File: src/design/msbsc_pkg.sv
`timescale 1ns / 1ps
// ----------------------------------------------------------------------------
// msbsc_pkg
// Shared types, fixed-point constants and the tanh table generator for the
// stereo mix bus soft clipper.
// ----------------------------------------------------------------------------
package msbsc_pkg;

  localparam int unsigned ContribW = 18;   // |contribution| <= 2^16

  localparam logic [15:0] OneQ14   = 16'd16384;
  localparam logic [15:0] GainMax  = 16'd32768;
  localparam logic [15:0] KneeQ15  = 16'd31130;
  localparam logic [15:0] HeadQ15  = 16'd1638;
  localparam logic [4:0]  Drive    = 5'd20;
  // past this distance above the knee the table index is saturated anyway
  localparam logic [13:0] DiffMax  = 14'd16383;

  localparam logic [63:0] Q30One   = 64'd1 << 30;

  typedef struct packed {
    logic vld;
    logic last;
  } beat_ctrl_t;

  // Unsigned quotient by restoring long division; elaboration only.
  function automatic logic [63:0] udiv64(logic [63:0] num, logic [63:0] den);
    logic [64:0] rem;
    logic [63:0] quo;
    rem = '0;
    quo = '0;
    for (int i = 63; i >= 0; i--) begin
      rem = {rem[63:0], num[i]};
      if (rem >= {1'b0, den}) begin
        rem    = rem - {1'b0, den};
        quo[i] = 1'b1;
      end
    end
    return quo;
  endfunction

  // One table entry, Q.15. step is the Q.30 spacing of the table points.
  // Runs at elaboration only: tanh by repeated use of the addition theorem.
  function automatic logic [15:0] tanh_entry(logic [63:0] step, int unsigned idx);
    logic [63:0] h2;
    logic [63:0] h3;
    logic [63:0] h5;
    logic [63:0] h7;
    logic [63:0] t1;
    logic [63:0] t;
    logic [63:0] den;
    h2 = (step * step) >> 30;
    h3 = (h2 * step) >> 30;
    h5 = (h3 * h2) >> 30;
    h7 = (h5 * h2) >> 30;
    t1 = step - h3 / 64'd3 + (64'd2 * h5) / 64'd15 - (64'd17 * h7) / 64'd315;
    t  = 64'd0;
    for (int unsigned i = 0; i < idx; i++) begin
      den = Q30One + ((t * t1) >> 30);
      t   = udiv64((t + t1) << 30, den);
    end
    return 16'((t + (64'd1 << 14)) >> 15);
  endfunction

endpackage

File: src/design/msbsc_mac.sv
`timescale 1ns / 1ps
// ----------------------------------------------------------------------------
// msbsc_mac
// One channel lane: sample x gain x pan gain, then a saturating accumulate.
// ----------------------------------------------------------------------------
module msbsc_mac #(
  parameter int unsigned ACC_WIDTH = 24
) (
  input  logic                         clk_i,
  input  logic                         rst_ni,
  input  logic                         en_i,
  input  msbsc_pkg::beat_ctrl_t        ctrl_i,
  input  logic signed [15:0]           sample_i,
  input  logic [15:0]                  gain_i,
  input  logic [15:0]                  pan_gain_i,
  output logic                         vld_o,
  output logic signed [ACC_WIDTH-1:0]  sum_o
);

  localparam int unsigned ExtW = ACC_WIDTH + 1;
  localparam int unsigned PadW = ExtW - msbsc_pkg::ContribW;

  msbsc_pkg::beat_ctrl_t ctrl1_q, ctrl2_q;
  logic                  vld3_q;

  logic signed [32:0] prod1_d, prod1_q;
  logic [15:0]        pg1_q;
  logic signed [18:0] scaled_w;
  logic signed [35:0] prod2_d, prod2_q;
  logic signed [17:0] contrib_w;

  logic signed [ACC_WIDTH-1:0] acc_q, acc_d, sat_w, sum_q;
  logic signed [ExtW-1:0]      add_w;

  assign prod1_d   = sample_i * $signed({1'b0, gain_i});
  assign scaled_w  = prod1_q[32:14];                       // floor(/2^14)
  assign prod2_d   = scaled_w * $signed({1'b0, pg1_q});
  assign contrib_w = prod2_q[31:14];

  assign add_w = {acc_q[ACC_WIDTH-1], acc_q} + {{PadW{contrib_w[17]}}, contrib_w};

  always_comb begin
    if (add_w[ExtW-1] != add_w[ExtW-2]) begin
      sat_w = add_w[ExtW-1] ? {1'b1, {(ACC_WIDTH-1){1'b0}}}
                            : {1'b0, {(ACC_WIDTH-1){1'b1}}};
    end else begin
      sat_w = add_w[ACC_WIDTH-1:0];
    end
    acc_d = acc_q;
    if (ctrl2_q.vld) begin
      acc_d = ctrl2_q.last ? '0 : sat_w;
    end
  end

  always_ff @(posedge clk_i or negedge rst_ni) begin
    if (!rst_ni) begin
      ctrl1_q <= '0;
      ctrl2_q <= '0;
      vld3_q  <= 1'b0;
      acc_q   <= '0;
    end else if (en_i) begin
      ctrl1_q <= ctrl_i;
      ctrl2_q <= ctrl1_q;
      vld3_q  <= ctrl2_q.vld & ctrl2_q.last;
      acc_q   <= acc_d;
    end
  end

  always_ff @(posedge clk_i) begin
    if (en_i) begin
      prod1_q <= prod1_d;
      pg1_q   <= pan_gain_i;
      prod2_q <= prod2_d;
      sum_q   <= sat_w;
    end
  end

  assign vld_o = vld3_q;
  assign sum_o = sum_q;

endmodule

File: src/design/msbsc_clip.sv
`timescale 1ns / 1ps
// ----------------------------------------------------------------------------
// msbsc_clip
// Tanh soft clipper for one lane: index, table read, shape and sign.
// ----------------------------------------------------------------------------
module msbsc_clip #(
  parameter int unsigned ACC_WIDTH    = 24,
  parameter int unsigned TANH_ENTRIES = 256
) (
  input  logic                         clk_i,
  input  logic                         rst_ni,
  input  logic                         en_i,
  input  logic                         vld_i,
  input  logic signed [ACC_WIDTH-1:0]  sum_i,
  output logic                         vld_o,
  output logic [15:0]                  mixed_o
);

  localparam int unsigned IdxW     = (TANH_ENTRIES > 1) ? $clog2(TANH_ENTRIES) : 1;
  localparam logic [63:0] TanhStep = (64'd1 << 33) / TANH_ENTRIES;
  localparam logic [13:0] IdxMax   = 14'(TANH_ENTRIES - 1);

  logic [15:0] rom_w [TANH_ENTRIES];

  for (genvar g = 0; g < TANH_ENTRIES; g++) begin : g_rom
    localparam logic [15:0] Entry = msbsc_pkg::tanh_entry(TanhStep, g);
    assign rom_w[g] = Entry;
  end

  // index stage
  logic [ACC_WIDTH-1:0] mag_w, diff_w;
  logic [13:0]          diff_c;
  logic [18:0]          over_w;
  logic [31:0]          scaled_w;
  logic [13:0]          idx_full, idx_sat;

  assign mag_w    = sum_i[ACC_WIDTH-1] ? (~sum_i + 1'b1) : sum_i;
  assign diff_w   = mag_w - ACC_WIDTH'(msbsc_pkg::KneeQ15);
  assign diff_c   = (diff_w > ACC_WIDTH'(msbsc_pkg::DiffMax)) ? msbsc_pkg::DiffMax
                                                             : diff_w[13:0];
  assign over_w   = 19'(diff_c) * 19'(msbsc_pkg::Drive);
  assign scaled_w = 32'(over_w) * 32'(TANH_ENTRIES);
  assign idx_full = scaled_w[31:18];
  assign idx_sat  = (idx_full > IdxMax) ? IdxMax : idx_full;

  logic            vld_a_q, vld_b_q, vld_c_q;
  logic            neg_a_q, neg_b_q, over_a_q, over_b_q;
  logic [15:0]     pass_a_q, pass_b_q;
  logic [IdxW-1:0] idx_q;
  logic [15:0]     tanh_q;
  logic [15:0]     out_q;

  // shaping stage
  logic [26:0] head_w;
  logic [15:0] shaped_w, pos_w, res_w;

  assign head_w   = 27'(msbsc_pkg::HeadQ15) * 27'(tanh_q) + 27'd16384;
  assign shaped_w = msbsc_pkg::KneeQ15 + 16'(head_w >> 15);
  assign pos_w    = shaped_w[15] ? 16'd32767 : shaped_w;

  always_comb begin
    if (!over_b_q) begin
      res_w = pass_b_q;
    end else if (neg_b_q) begin
      res_w = ~shaped_w + 16'd1;
    end else begin
      res_w = pos_w;
    end
  end

  always_ff @(posedge clk_i or negedge rst_ni) begin
    if (!rst_ni) begin
      vld_a_q <= 1'b0;
      vld_b_q <= 1'b0;
      vld_c_q <= 1'b0;
    end else if (en_i) begin
      vld_a_q <= vld_i;
      vld_b_q <= vld_a_q;
      vld_c_q <= vld_b_q;
    end
  end

  always_ff @(posedge clk_i) begin
    if (en_i) begin
      neg_a_q  <= sum_i[ACC_WIDTH-1];
      over_a_q <= mag_w > ACC_WIDTH'(msbsc_pkg::KneeQ15);
      pass_a_q <= sum_i[15:0];
      idx_q    <= idx_sat[IdxW-1:0];
      neg_b_q  <= neg_a_q;
      over_b_q <= over_a_q;
      pass_b_q <= pass_a_q;
      tanh_q   <= rom_w[idx_q];
      out_q    <= res_w;
    end
  end

  assign vld_o   = vld_c_q;
  assign mixed_o = out_q;

endmodule

File: src/design/msbsc_merge.sv
`timescale 1ns / 1ps
// ----------------------------------------------------------------------------
// msbsc_merge
// Joins the two lane results into one output beat and holds it for the sink.
// ----------------------------------------------------------------------------
module msbsc_merge (
  input  logic        clk_i,
  input  logic        rst_ni,
  input  logic        vld_l_i,
  input  logic        vld_r_i,
  input  logic [15:0] mixed_l_i,
  input  logic [15:0] mixed_r_i,
  output logic        en_o,
  output logic        tvalid_o,
  input  logic        tready_i,
  output logic [31:0] tdata_o
);

  logic        valid_q;
  logic [31:0] data_q;
  logic        res_vld;

  // lanes run in lock step; both must agree
  assign res_vld = vld_l_i & vld_r_i;
  // hold the pipe only when a result has nowhere to go
  assign en_o    = !(res_vld && valid_q && !tready_i);

  always_ff @(posedge clk_i or negedge rst_ni) begin
    if (!rst_ni) begin
      valid_q <= 1'b0;
    end else if (res_vld && en_o) begin
      valid_q <= 1'b1;
    end else if (tready_i) begin
      valid_q <= 1'b0;
    end
  end

  always_ff @(posedge clk_i) begin
    if (res_vld && en_o) begin
      data_q <= {mixed_r_i, mixed_l_i};
    end
  end

  assign tvalid_o = valid_q;
  assign tdata_o  = data_q;

endmodule

File: src/design/stereo_mix_bus_soft_clip.sv
`timescale 1ns / 1ps
// ----------------------------------------------------------------------------
// stereo_mix_bus_soft_clip
// Stereo mix bus: per-source gain and balance pan into saturating sums,
// tanh soft clip of both sums on the last source of a frame.
// ----------------------------------------------------------------------------
//
//  Channel   Dir  Payload                                       Per beat
//  s_axis    in   tdata: left, right, gain, pan; tlast: last    one source
//  m_axis    out  tdata: mixed left, mixed right                one frame
//
//  One source beat is taken every cycle unless stalled; the multiply and
//  accumulate lanes are fully pipelined, the accumulate add sets the rate.
//  After its tlast beat a frame result crosses the product, sum, clipper
//  and output registers. Reset clears the sums and all valid flags; the
//  tanh table is constant. s_axis stalls only while one result waits in
//  the output register and the next one has reached the end of the
//  clipper with m_axis stalled.
module stereo_mix_bus_soft_clip #(
  parameter int unsigned ACC_WIDTH    = 24,
  parameter int unsigned TANH_ENTRIES = 256
) (
  input  logic        clk_i,
  input  logic        rst_ni,
  // source beats
  input  logic        s_axis_tvalid_i,
  output logic        s_axis_tready_o,
  // [15:0] source_left, [31:16] source_right, [47:32] clip_gain,
  // [63:48] pan_position
  input  logic [63:0] s_axis_tdata_i,
  input  logic        s_axis_tlast_i,    // last_source
  // frame results
  output logic        m_axis_tvalid_o,
  input  logic        m_axis_tready_i,
  // [15:0] mixed_left, [31:16] mixed_right
  output logic [31:0] m_axis_tdata_o
);

  logic               en;
  logic signed [15:0] src_l, src_r, pan;
  logic [15:0]        gain_raw, gain_c, pg_l, pg_r;
  msbsc_pkg::beat_ctrl_t in_ctrl;

  assign src_l    = s_axis_tdata_i[15:0];
  assign src_r    = s_axis_tdata_i[31:16];
  assign gain_raw = s_axis_tdata_i[47:32];
  assign pan      = s_axis_tdata_i[63:48];

  // gain saturates at 2.0
  assign gain_c = (gain_raw > msbsc_pkg::GainMax) ? msbsc_pkg::GainMax : gain_raw;

  // balance pan: the side being panned towards stays at unity, the other
  // side falls off linearly; pan beyond full gives zero on the far side
  always_comb begin
    if (pan >= $signed(msbsc_pkg::OneQ14)) begin
      pg_l = '0;
    end else if (pan <= 0) begin
      pg_l = msbsc_pkg::OneQ14;
    end else begin
      pg_l = msbsc_pkg::OneQ14 - pan;
    end
    if (pan <= -$signed(msbsc_pkg::OneQ14)) begin
      pg_r = '0;
    end else if (pan >= 0) begin
      pg_r = msbsc_pkg::OneQ14;
    end else begin
      pg_r = msbsc_pkg::OneQ14 + pan;
    end
  end

  assign s_axis_tready_o = en;
  assign in_ctrl.vld     = s_axis_tvalid_i;
  assign in_ctrl.last    = s_axis_tlast_i;

  // --- lanes ---------------------------------------------------------------
  logic                        mac_vld_l, mac_vld_r;
  logic signed [ACC_WIDTH-1:0] sum_l, sum_r;
  logic                        clip_vld_l, clip_vld_r;
  logic [15:0]                 mixed_l, mixed_r;

  msbsc_mac #(.ACC_WIDTH(ACC_WIDTH)) u_mac_l (
    .clk_i      (clk_i),
    .rst_ni     (rst_ni),
    .en_i       (en),
    .ctrl_i     (in_ctrl),
    .sample_i   (src_l),
    .gain_i     (gain_c),
    .pan_gain_i (pg_l),
    .vld_o      (mac_vld_l),
    .sum_o      (sum_l)
  );

  msbsc_mac #(.ACC_WIDTH(ACC_WIDTH)) u_mac_r (
    .clk_i      (clk_i),
    .rst_ni     (rst_ni),
    .en_i       (en),
    .ctrl_i     (in_ctrl),
    .sample_i   (src_r),
    .gain_i     (gain_c),
    .pan_gain_i (pg_r),
    .vld_o      (mac_vld_r),
    .sum_o      (sum_r)
  );

  msbsc_clip #(.ACC_WIDTH(ACC_WIDTH), .TANH_ENTRIES(TANH_ENTRIES)) u_clip_l (
    .clk_i   (clk_i),
    .rst_ni  (rst_ni),
    .en_i    (en),
    .vld_i   (mac_vld_l),
    .sum_i   (sum_l),
    .vld_o   (clip_vld_l),
    .mixed_o (mixed_l)
  );

  msbsc_clip #(.ACC_WIDTH(ACC_WIDTH), .TANH_ENTRIES(TANH_ENTRIES)) u_clip_r (
    .clk_i   (clk_i),
    .rst_ni  (rst_ni),
    .en_i    (en),
    .vld_i   (mac_vld_r),
    .sum_i   (sum_r),
    .vld_o   (clip_vld_r),
    .mixed_o (mixed_r)
  );

  // --- merge and output register -------------------------------------------
  msbsc_merge u_merge (
    .clk_i     (clk_i),
    .rst_ni    (rst_ni),
    .vld_l_i   (clip_vld_l),
    .vld_r_i   (clip_vld_r),
    .mixed_l_i (mixed_l),
    .mixed_r_i (mixed_r),
    .en_o      (en),
    .tvalid_o  (m_axis_tvalid_o),
    .tready_i  (m_axis_tready_i),
    .tdata_o   (m_axis_tdata_o)
  );

  // --- checks --------------------------------------------------------------
  // both lanes carry the same beats at the accumulator and clipper outputs
  a_lanes_in_step : assert property (@(posedge clk_i) disable iff (!rst_ni)
    (mac_vld_l == mac_vld_r) && (clip_vld_l == clip_vld_r))
    else $error("lanes out of step");

  // a result stuck behind a full output register keeps its value
  a_stall_holds : assert property (@(posedge clk_i) disable iff (!rst_ni)
    (clip_vld_l && m_axis_tvalid_o && !m_axis_tready_i)
    |=> (clip_vld_l && $stable(mixed_l) && $stable(mixed_r)))
    else $error("stalled clipper result changed");

  // an output beat only ever comes from a finished clipper result
  a_out_source : assert property (@(posedge clk_i) disable iff (!rst_ni)
    $rose(m_axis_tvalid_o) |-> $past(clip_vld_l))
    else $error("output beat without a clipper result");

endmodule
File: config.mk
export PLATFORM = sky130hd
export DESIGN_NAME = stereo_mix_bus_soft_clip
export DESIGN_NICKNAME = d
export VERILOG_FILES = /design/src/design/msbsc_pkg.sv /design/src/design/msbsc_mac.sv /design/src/design/msbsc_clip.sv /design/src/design/msbsc_merge.sv /design/src/design/stereo_mix_bus_soft_clip.sv
export SDC_FILE = /design/constraint.sdc
export NUM_CORES = 2
export LEC_CHECK = 0
export BUFFER_PORTS_ARGS = -buffer_cell sky130_fd_sc_hd__buf_4
export CAP_MARGIN = 20
export CORE_AREA = 2 2 401 403
export CTS_BUF_LIST = sky130_fd_sc_hd__clkbuf_16
export DETAILED_ROUTE_END_ITERATION = 16
export DIE_AREA = 0 0 403 405
export MAX_ROUTING_LAYER = met4
export PLACE_DENSITY = 0.57
export SYNTH_ARGS = -nofsm -noshare
export SYNTH_HDL_FRONTEND = slang
export SYNTH_HIERARCHICAL = 1
export SYNTH_SLANG_ARGS = --single-unit
File: constraint.sdc
create_clock -name clk_i -period 29 [get_ports clk_i]
set_input_delay 4.35 -clock clk_i [delete_from_list [all_inputs] [get_ports clk_i]]
set_output_delay 4.35 -clock clk_i [all_outputs]
set_load 0.01 [all_outputs]
==> reports/metrics.cfg <==
[cells_and_area]
final_area_um2 = 75360
final_util_pct = 47.31
layout_commonest_cell = inv_1
drive_gt1_share_pct = 4.967
syn2layout_area_growth_pct = 5.886
nets = 9521
layout_common_cells = inv_1 (1,454), fa_1 (1,022), nand2_1 (954)

[logic_synthesis]
synth.distinct_cells = 120
netlist_area_um2 = 71170
yosysSeqAreaShare_pct = 16.55
ys_warn_count = 6
synth_enable_flop_cells = 338
synth_area_per_cell_um2 = 9.029
yosys.area.top_type_share_pct = 28.75
synthTopCellsByArea = fa_1 (29%), edfxtp_1 (14%), ha_1 (12%)
synth_ff_type = edfxtp_1
syn_inst = 7882
yosysTopAreaCell = fa_1
synthArstFlopShare_pct = 16.13
ys_ff_latch = 403

[routing]
vias = 53430
drt-pass1-iter-count = 6
wire_per_inst_um = 17.70
drt_iter0_drc = 3472
drc = 0
vias_per_cell = 5.416
finalWirelength_mm = 174.6
antenna_left = 0

[sta]
maxSlewViolCount = 0
skew_ns = 0.02889
slew_headroom_pct = 29.15
min_period_over_period_pct = 39.50
rsz0062_at_grt = no
fmax_mhz = 87.31
final.setup.tns_ns = 0
finalSetupViolCount = 0
finalCriticalPeriod_ns = 11.45
tightest_slew_ns = 1.061
hold_viol = 0
worst_slack_ns = 17.55

[critical_path]
r2r_cells = 27
crit_required_ns = 29.37
rrSetupSlack_ns = 19.77
r2r-start = u_clip_r/tanh_q[2]$_DFFE_PP_
start_kind = input port
cp-startpoint = s_axis_tdata_i[47]
worst_ep_arrival_time_ns = 11.82
endpoint_kind = flop
timing.critical_path.to = u_mac_r/prod1_q[32]$_DFFE_PP_
reg2reg_to = u_clip_r/mixed_o[13]$_DFFE_PP_
crit_fanout = 42
critical_path_class = input port to flop

[cts]
clkSinkCount = 403
clkLatencyLatePin_ns = 0.63
holdBufCountCts = 0
cts-htree-levels = 2
postCtsSetupBuffers = 0
cts.repair.resized = 0
clockRootBuffer = clkbuf_16
clockBufferDepth = 3
clkTransAtPathRegs_ns = 0.06
cts_tree = done
numCtsBuffers = 49

[floorplan]
fp-row-count = 147
io_pins = 103
die_x_um = 403
die_height_um = 405
dieArea_um2 = 163200
core-area_um2 = 159300
initial_core_util_pct = 44.68

[place]
port_buffers = 102
place_congestion = 0.9082
hpwl_mm = 134.1
pre_cts_ws_ns = 16.86
placed_area_um2 = 73590

[grt]
grt_antenna_before_repair = 6
grt.total_usage_pct = 22.48
gr-total-overflow = 0
grt_pass1_wl_mm = 293.4
grt_max_degree = 92
grt_pass1_vias = 56130

[power_and_ir_drop]
leakagePower_nw = 35.81
cellPowerDensity_nw_per_um2 = 88.22
ir_drop_v = 0.00009247

[job]
max_cap_viol_count = 0

[status]
run_status = completed

[worst_hold_path]
hp-class = flop to flop

per-stage QoR:
step / power, mW / hold WS [ns] / std cells
2_1_floorplan: 4.879 / 0.4003 / 7883
3_5_place_dp: 6.024 / 0.4045 / 9764
4_1_cts: 6.716 / 0.4150 / 9856
5_1_grt: 7.433 / 0.4249 / 9864
3_3_place_gp: 5.939 / 0.4011 / 9763
6_report: 6.648 / 0.4136 / 9865
registers in the layout (all words and copies together), names as in the netlist, 19 cells and up:
name and cells:
u_mac_l/prod1_q 19, u_mac_r/sum_o 24, u_merge/tdata_o 32, u_mac_r/acc_q 24, u_mac_l/sum_o 24, u_mac_l/acc_q 24
u_mac_r/prod1_q 19
logic make-up after synthesis:
| family | Yosys count | synth area share, % |
|---|---|---|
| flip-flops | 403 | 16.55 |
| other | 1 | 0.005269 |
| AO/OA/AOI/OAI | 1224 | 11.65 |
| adder cells (fa/ha/maj) | 1729 | 41.16 |
| XOR/XNOR | 281 | 3.469 |
| buffers and inverters | 1801 | 9.619 |
| multiplexers | 61 | 1.046 |
| AND/OR/NAND/NOR | 2382 | 16.51 |
synth_stat cells (33+ instances only):
cell         n
edfxtp_1   338
xor2_1      94
buf_1       33
nand4_1     38
inv_1     1444
a31oi_1     53
nor4_1      43
ha_1       699
or3_1       34
mux2_2      34
o211ai_1    59
clkbuf_1   287
xnor2_1    186
fa_1      1022
a21oi_1    294
nor2_1     322
and3_1      51
and2_1     530
a211oi_1    45
o21ai_0    265
a21o_1      63
nand2_1    954
nand2b_1    65
o21a_1      44
dfrtp_1     65
nor3_1      87
nor2b_1     40
nand3_1     96
cell type report:
cell class | count | area [um^2]
fill | 15340 | 83920
multi-input combinational | 5679 | 52630
sequential | 403 | 11780
inverter | 1448 | 5435
tap | 2086 | 2610
clock buffer | 50 | 1251
timing repair buffer | 150 | 1179
clock inverter | 42 | 452.9
antenna | 7 | 17.52
how the worst min path moves through the flow:
stage / start / end / slack (ns) / depth (start not counted)
2_1_floorplan: u_clip_l/neg_a_q$_DFFE_PP_ / u_clip_l/neg_b_q$_DFFE_PP_ / 0.40 / 0
6_report: u_clip_l/pass_a_q[13]$_DFFE_PP_ / u_clip_l/pass_b_q[13]$_DFFE_PP_ / 0.41 / 0
3_5_place_dp: u_clip_r/pass_a_q[10]$_DFFE_PP_ / u_clip_r/pass_b_q[10]$_DFFE_PP_ / 0.40 / 0
5_1_grt: u_clip_l/mixed_o[5]$_DFFE_PP_ / u_merge/tdata_o[5]$_DFFE_PP_ / 0.42 / 0
4_1_cts: u_clip_l/pass_a_q[13]$_DFFE_PP_ / u_clip_l/pass_b_q[13]$_DFFE_PP_ / 0.41 / 0
3_3_place_gp: u_clip_r/pass_a_q[9]$_DFFE_PP_ / u_clip_r/pass_b_q[9]$_DFFE_PP_ / 0.40 / 0
routing by layer:
metal	vias up	global-route usage, %	wire, um
li1	25370	-	-
met1	26630	30.24	79980
met2	1247	37.07	83320
met3	189	2.436	8366
met4	0	4.199	2982
met5	-	-	0
report_power, final:
group          switching, mW  internal, mW  leakage (nW)  total (mW)
clock                  0.264         0.382         0.856       0.645
sequential             0.286          1.04          4.38        1.33
combinational           2.67          2.00          30.6        4.68
total                   3.22          3.42          35.8        6.65
worst max-delay path, cell delays in order:
cell and delay (ns):
buf_4 0.50, inv_1 0.09, a41oi_1 0.68, nor2b_2 0.08
buf_4 0.29, and2_1 0.22, fa_1 0.54, inv_1 0.05
fa_1 0.39, fa_1 0.51, fa_1 0.54, inv_1 0.05
fa_1 0.47, inv_1 0.05, fa_1 0.47, inv_1 0.04
ha_1 0.28, a21oi_1 0.20, a21oi_1 0.10, a211oi_1 0.45
o31a_1 0.28, o21ai_2 0.11, nand3_1 0.17, o311ai_2 0.16
o41ai_1 0.45, o21bai_1 0.14, xnor2_1 0.14
Note: power is estimated with default switching activity, not from simulation.
